**src/rtl/brbf_pkg.sv**
```systemverilog
package brbf_pkg;

    // Store geometry: capacity is DEPTH rounded up to a power of two.
    localparam int DEPTH  = 1024;
    localparam int LANES  = 8;
    localparam int ADDR_W = $clog2(DEPTH);
    localparam int CAP    = 2 ** ADDR_W;
    localparam int PTR_W  = ADDR_W + 1;
    localparam int LANE_W = $clog2(LANES);
    localparam int ROW_W  = ADDR_W - LANE_W;
    localparam int ROWS   = CAP / LANES;
    localparam int CNT_W  = 4;
    localparam int DATA_W = 8 * LANES;

    // Operation codes carried in the func field.
    typedef enum logic [1:0] {
        FUNC_WRITE = 2'd0,
        FUNC_READ  = 2'd1,
        FUNC_PEEK  = 2'd2,
        FUNC_CLEAR = 2'd3
    } func_t;

    // Request details passed from the control logic to the merging stage.
    typedef struct packed {
        logic              ok;
        logic              rd;
        logic [LANE_W-1:0] rot;
        logic [CNT_W-1:0]  count;
    } req_t;

endpackage

```
**src/rtl/brbf_merge.sv**
```systemverilog
module brbf_merge (
    input  logic                                     clk,
    input  logic                                     load,
    input  brbf_pkg::req_t                           req,
    input  logic [brbf_pkg::LANES-1:0][7:0]          bank_rdata,
    output logic                                     ok,
    output logic [brbf_pkg::DATA_W-1:0]              read_data
);
    import brbf_pkg::*;

    logic [LANES-1:0][7:0] lane_data;
    logic [DATA_W-1:0]     read_data_reg;
    logic                  ok_reg;

    // Rotate the bank outputs so that the front byte lands in lane zero,
    // and clear every lane beyond the requested count, or every lane when no read is requested.
    always_comb
    begin
        logic [LANE_W-1:0] src;
        for (int i = 0; i < LANES; i++)
        begin
            src = req.rot + LANE_W'(i);
            if (req.rd && (CNT_W'(i) < req.count))
            begin
                lane_data[i] = bank_rdata[src];
            end
            else
            begin
                lane_data[i] = 8'h00;
            end
        end
    end

    // Result register.
    always_ff @(posedge clk)
    begin
        if (load)
        begin
            read_data_reg <= lane_data;
            ok_reg        <= req.ok;
        end
    end

    assign read_data = read_data_reg;
    assign ok        = ok_reg;

endmodule

```
**config.mk**
```make
export PLATFORM = sky130hd
export DESIGN_NAME = brbf_merge
export DESIGN_NICKNAME = d
export VERILOG_FILES = /design/src/rtl/brbf_pkg.sv /design/src/rtl/brbf_merge.sv
export SDC_FILE = /design/constraint.sdc
export NUM_CORES = 1
export LEC_CHECK = 0
export ABC_CLOCK_PERIOD_IN_PS = 4100
export BUFFER_PORTS_ARGS = -buffer_cell sky130_fd_sc_hd__buf_4
export CAP_MARGIN = 25
export CORE_MARGIN = 5
export CORE_UTILIZATION = 56
export CTS_CLUSTER_DIAMETER = 50
export CTS_CLUSTER_SIZE = 25
export DETAILED_ROUTE_END_ITERATION = 7
export GPL_TIMING_DRIVEN = 0
export PLACE_DENSITY = 0.95
export SYNTH_ARGS = -nofsm -noshare
export SYNTH_HDL_FRONTEND = slang
export SYNTH_SLANG_ARGS = --single-unit
```
**constraint.sdc**
```tcl
create_clock -name clk -period 4.1 [get_ports clk]
set_input_delay 0.41 -clock clk [delete_from_list [all_inputs] [get_ports clk]]
set_output_delay 0.41 -clock clk [all_outputs]
set_load 0.1 [all_outputs]
```
==> summary.txt <==
Outcome
  – Status: finished clean

Placement
  – Total half-perimeter wirelength after legalization and detailed placement: 11.19 mm
  – Area of placed instances: 0.005440 mm^2
  – # port buffers: 139
  – Number of placed instances, taps included: 645
  – Routability-driven placement congestion ratio: 0.9960

Setup path
  – Arrival time at the worst endpoint: 2.57 ns
  – Launching element type of the critical path: input pin
  – Worst path slowest cell: sky130_fd_sc_hd__clkbuf_1
  – Required time at the endpoint of the critical path: 4.19 ns
  – Delay of the slowest critical-path stage: 0.41 ns
  – WP buf/inv: 7
  – Crit Path Max Fanout: 10
  – Cell breakdown of the critical path: buf_4 > buf_4 > inv_1 > buf_2 > ha_1 > buf_2 > inv_1 > clkbuf_1 > nand2_1 > a21oi_1 > nor3_1
  – Number of cells on the critical path: 11
  – Kind of cell with the highest combined delay on the critical path: buffers and inverters
  – Crit end category: register
  – Category of the critical setup timing path: in -> reg

Cells and area
  – Finished Layout Cells: 661
  – Number of fill cells in the layout: 504
  – Number of antenna diodes: 0
  – Net count reported at finish: 634
  – Post-Route Utilization: 77.54%
  – Share of cells above drive strength 1: 40.04%
  – Layout-stage area growth over the synthesis result: 33.03%
  – Most frequent cells in the layout: sky130_fd_sc_hd__buf_4 (144), sky130_fd_sc_hd__o22ai_1 (72), sky130_fd_sc_hd__edfxtp_1 (65), sky130_fd_sc_hd__mux2_2 (48), sky130_fd_sc_hd__nand2_1 (44)
  – Most common library cell in the layout ignoring fill and taps: sky130_fd_sc_hd__buf_4
  – Summed area of non-filler cells in the final layout: 0.005684 mm^2
  – Footprint of the multi-input gates: 0.002146 mm^2
  – Register area: 0.001952 mm^2
  – Largest register FFs: 64

Synthesis
  – Share of the yosys chip area belonging to registers: 45.68%
  – Mapped Nets: 484
  – Synth warnings: 0
  – Post-synth EDFFs: 65
  – Proportion of synthesized flip-flops having asynchronous set or reset: 0%
  – Leading cell types by total area after synthesis: sky130_fd_sc_hd__edfxtp_1 (46%), sky130_fd_sc_hd__mux2_2 (13%), sky130_fd_sc_hd__o22ai_1 (11%), sky130_fd_sc_hd__mux2i_1 (7.5%), sky130_fd_sc_hd__nand2_1 (3.9%)
  – Number of distinct library cells after synthesis: 36
  – Flip-flop cell with the highest count after synthesis: sky130_fd_sc_hd__edfxtp_1
  – Number of synthesized register bits: 65
  – Proportion of netlist area held by the largest area contributor: 45.68%
  – Cell count after synthesis: 407
  – Mapped cell area: 0.004273 mm^2
  – Cell taking the most area after synthesis: sky130_fd_sc_hd__edfxtp_1
  – Mean cell area of the mapped netlist: 10.50 um^2

Die
  – Core box area: 0.007331 mm^2
  – Starting utilization of the core area: 58.29%
  – Die Span X: 97.35 um
  – Area enclosed by the die boundary: 0.009477 mm^2
  – Vert. Die Dim: 97.35 um
  – I/O pins: 140
  – Std cell rows: 31

Detailed routing
  – Vias: 4458
  – DRC violations left: 0
  – Sum of routed wire length over all layers: 15.11 mm
  – Drt via density: 6.744
  – Initial DRT Pass Iterations: 5
  – Routed wirelength normalized by instance count: 22.86 um
  – DRC marker count from the first detailed-route iteration: 512
  – Number of antenna-violating nets in the routed design: 0

CTS
  – Clock tree root buffer cell: sky130_fd_sc_hd__clkbuf_8
  – Num CTS Buffers: 9
  – Clock slew at the register clock pins of the worst setup and hold paths: 0.08 ns
  – Cts-stage hold buffer count: 0
  – Post-cts resize count: 0
  – Number of buffers added for setup after CTS: 0
  – CTS HTree Levels: 3
  – Clock tree sinks: 65
  – Clock tree from TritonCTS: done
  – Bufs on Longest Clock Path: 2

GRT
  – Total routing usage reported by global routing: 31.31%
  – Vias in the first global route: 4316
  – Global-route wire length before repair: 23.45 mm
  – Number of antenna violations at the first check in global routing: 0
  – Pin count of the biggest net entering global routing: 66
  – Global route overflow: 0

Power and ir drop
  – Relative contribution of combinational cells to total power: 40.6%
  – Net switching power: 1066 uW
  – Reg power frac: 32.7%
  – IR Drop Worst-Case VDD: 310.3 uV
  – Areal power density over the cells: 448.4 mW/mm^2
  – Clk network pwr share: 26.8%
  – Leak: 0.002306 uW
  – Switching Share: 41.81%
  – Cell internal power dissipation: 1483 uW

Timing
  – Max frequency: 0.4034 GHz
  – Post-layout min period: 2.479 ns
  – Number of hold violations in the final report: 0
  – Rel. slew slack: 38.72%
  – Count of final max-slew check failures: 0
  – Post-route clock period utilization: 60.46%
  – Worst hold slack after final layout: 0.2280 ns
  – RSZ-0062 raised after global routing: no
  – Transition time at the pin with the least slew margin: 0.9151 ns
  – Setup tns final: 0 ns
  – # setup viols final: 0

Min path
  – Hold crit path type: in -> reg
  – Startpoint of the tightest hold check path: req[8]
  – Hold-critical path depth: 1
  – Terminating pin of the worst hold path: ok$_DFFE_PP_

Job
  – Total of max-cap violations: 0
[metrics by stage]
step           setup slack (ns)  total power [uW]
3_3_place_gp              1.390              1847
2_1_floorplan             1.875              1594
3_5_place_dp              1.330              1864
6_report                  1.621              2549
5_1_grt                   1.492              2624
4_1_cts                   1.695              2534
[layer usage]
layer	share of wire, %	GRT usage [%]
met3	14	9.763
met2	45	48.62
met1	37	40.87
met4	3.8	12.57
met5	0	0
[cells in the mapped netlist, drive strengths merged (3+ instances only)]
cell	n
a21oi	17
buf	17
clkbuf	11
edfxtp	65
inv	3
mux2	48
mux2i	32
nand2	45
nand3	3
nor2	22
nor3	24
o211ai	3
o21ai	19
o22ai	72
o2bb2ai	7
[power groups by stage]
stage	Clock [uW]	Sequential (uW)	Combinational, uW
after CTS	680	833	1020
after global routing	718	838	1070
after detailed placement	0	846	1020
final	682	833	1030
after global placement	0	843	1000
after floorplan	0	1320	272
[worst max-delay path by stage]
stage / from / end
final: req[5] / read_data[61]$_SDFFCE_PN0P_
after global routing: req[5] / read_data[63]$_SDFFCE_PN0P_
after CTS: req[5] / read_data[61]$_SDFFCE_PN0P_
after detailed placement: req[5] / read_data[61]$_SDFFCE_PN0P_
after global placement: req[5] / read_data[61]$_SDFFCE_PN0P_
after floorplan: req[5] / read_data[62]$_SDFFCE_PN0P_
[area by class of cell]
cell class	count	share of cell area, %
timing repair buffer	139	18.36
tap	99	2.179
multi-input combinational	311	37.75
inverter	3	0.1981
sequential	65	34.34
buffer	28	2.884
clock buffer	10	2.245
clock inverter	6	2.047
[logic make-up (layout without fill, tap and decap cells)]
| family | Yosys count | count (layout) | share of synthesized area (%) |
|---|---|---|---|
| compound gates | 119 | 119 | 16.90 |
| simple gates | 106 | 106 | 11.16 |
| mux | 80 | 80 | 20.15 |
| flops | 65 | 65 | 45.68 |
| buf+inv | 31 | 186 | 4.099 |
| xor+xnor | 4 | 4 | 1.435 |
| fa+ha+maj | 2 | 2 | 0.5856 |
Note: power is estimated with default switching activity, not from simulation.
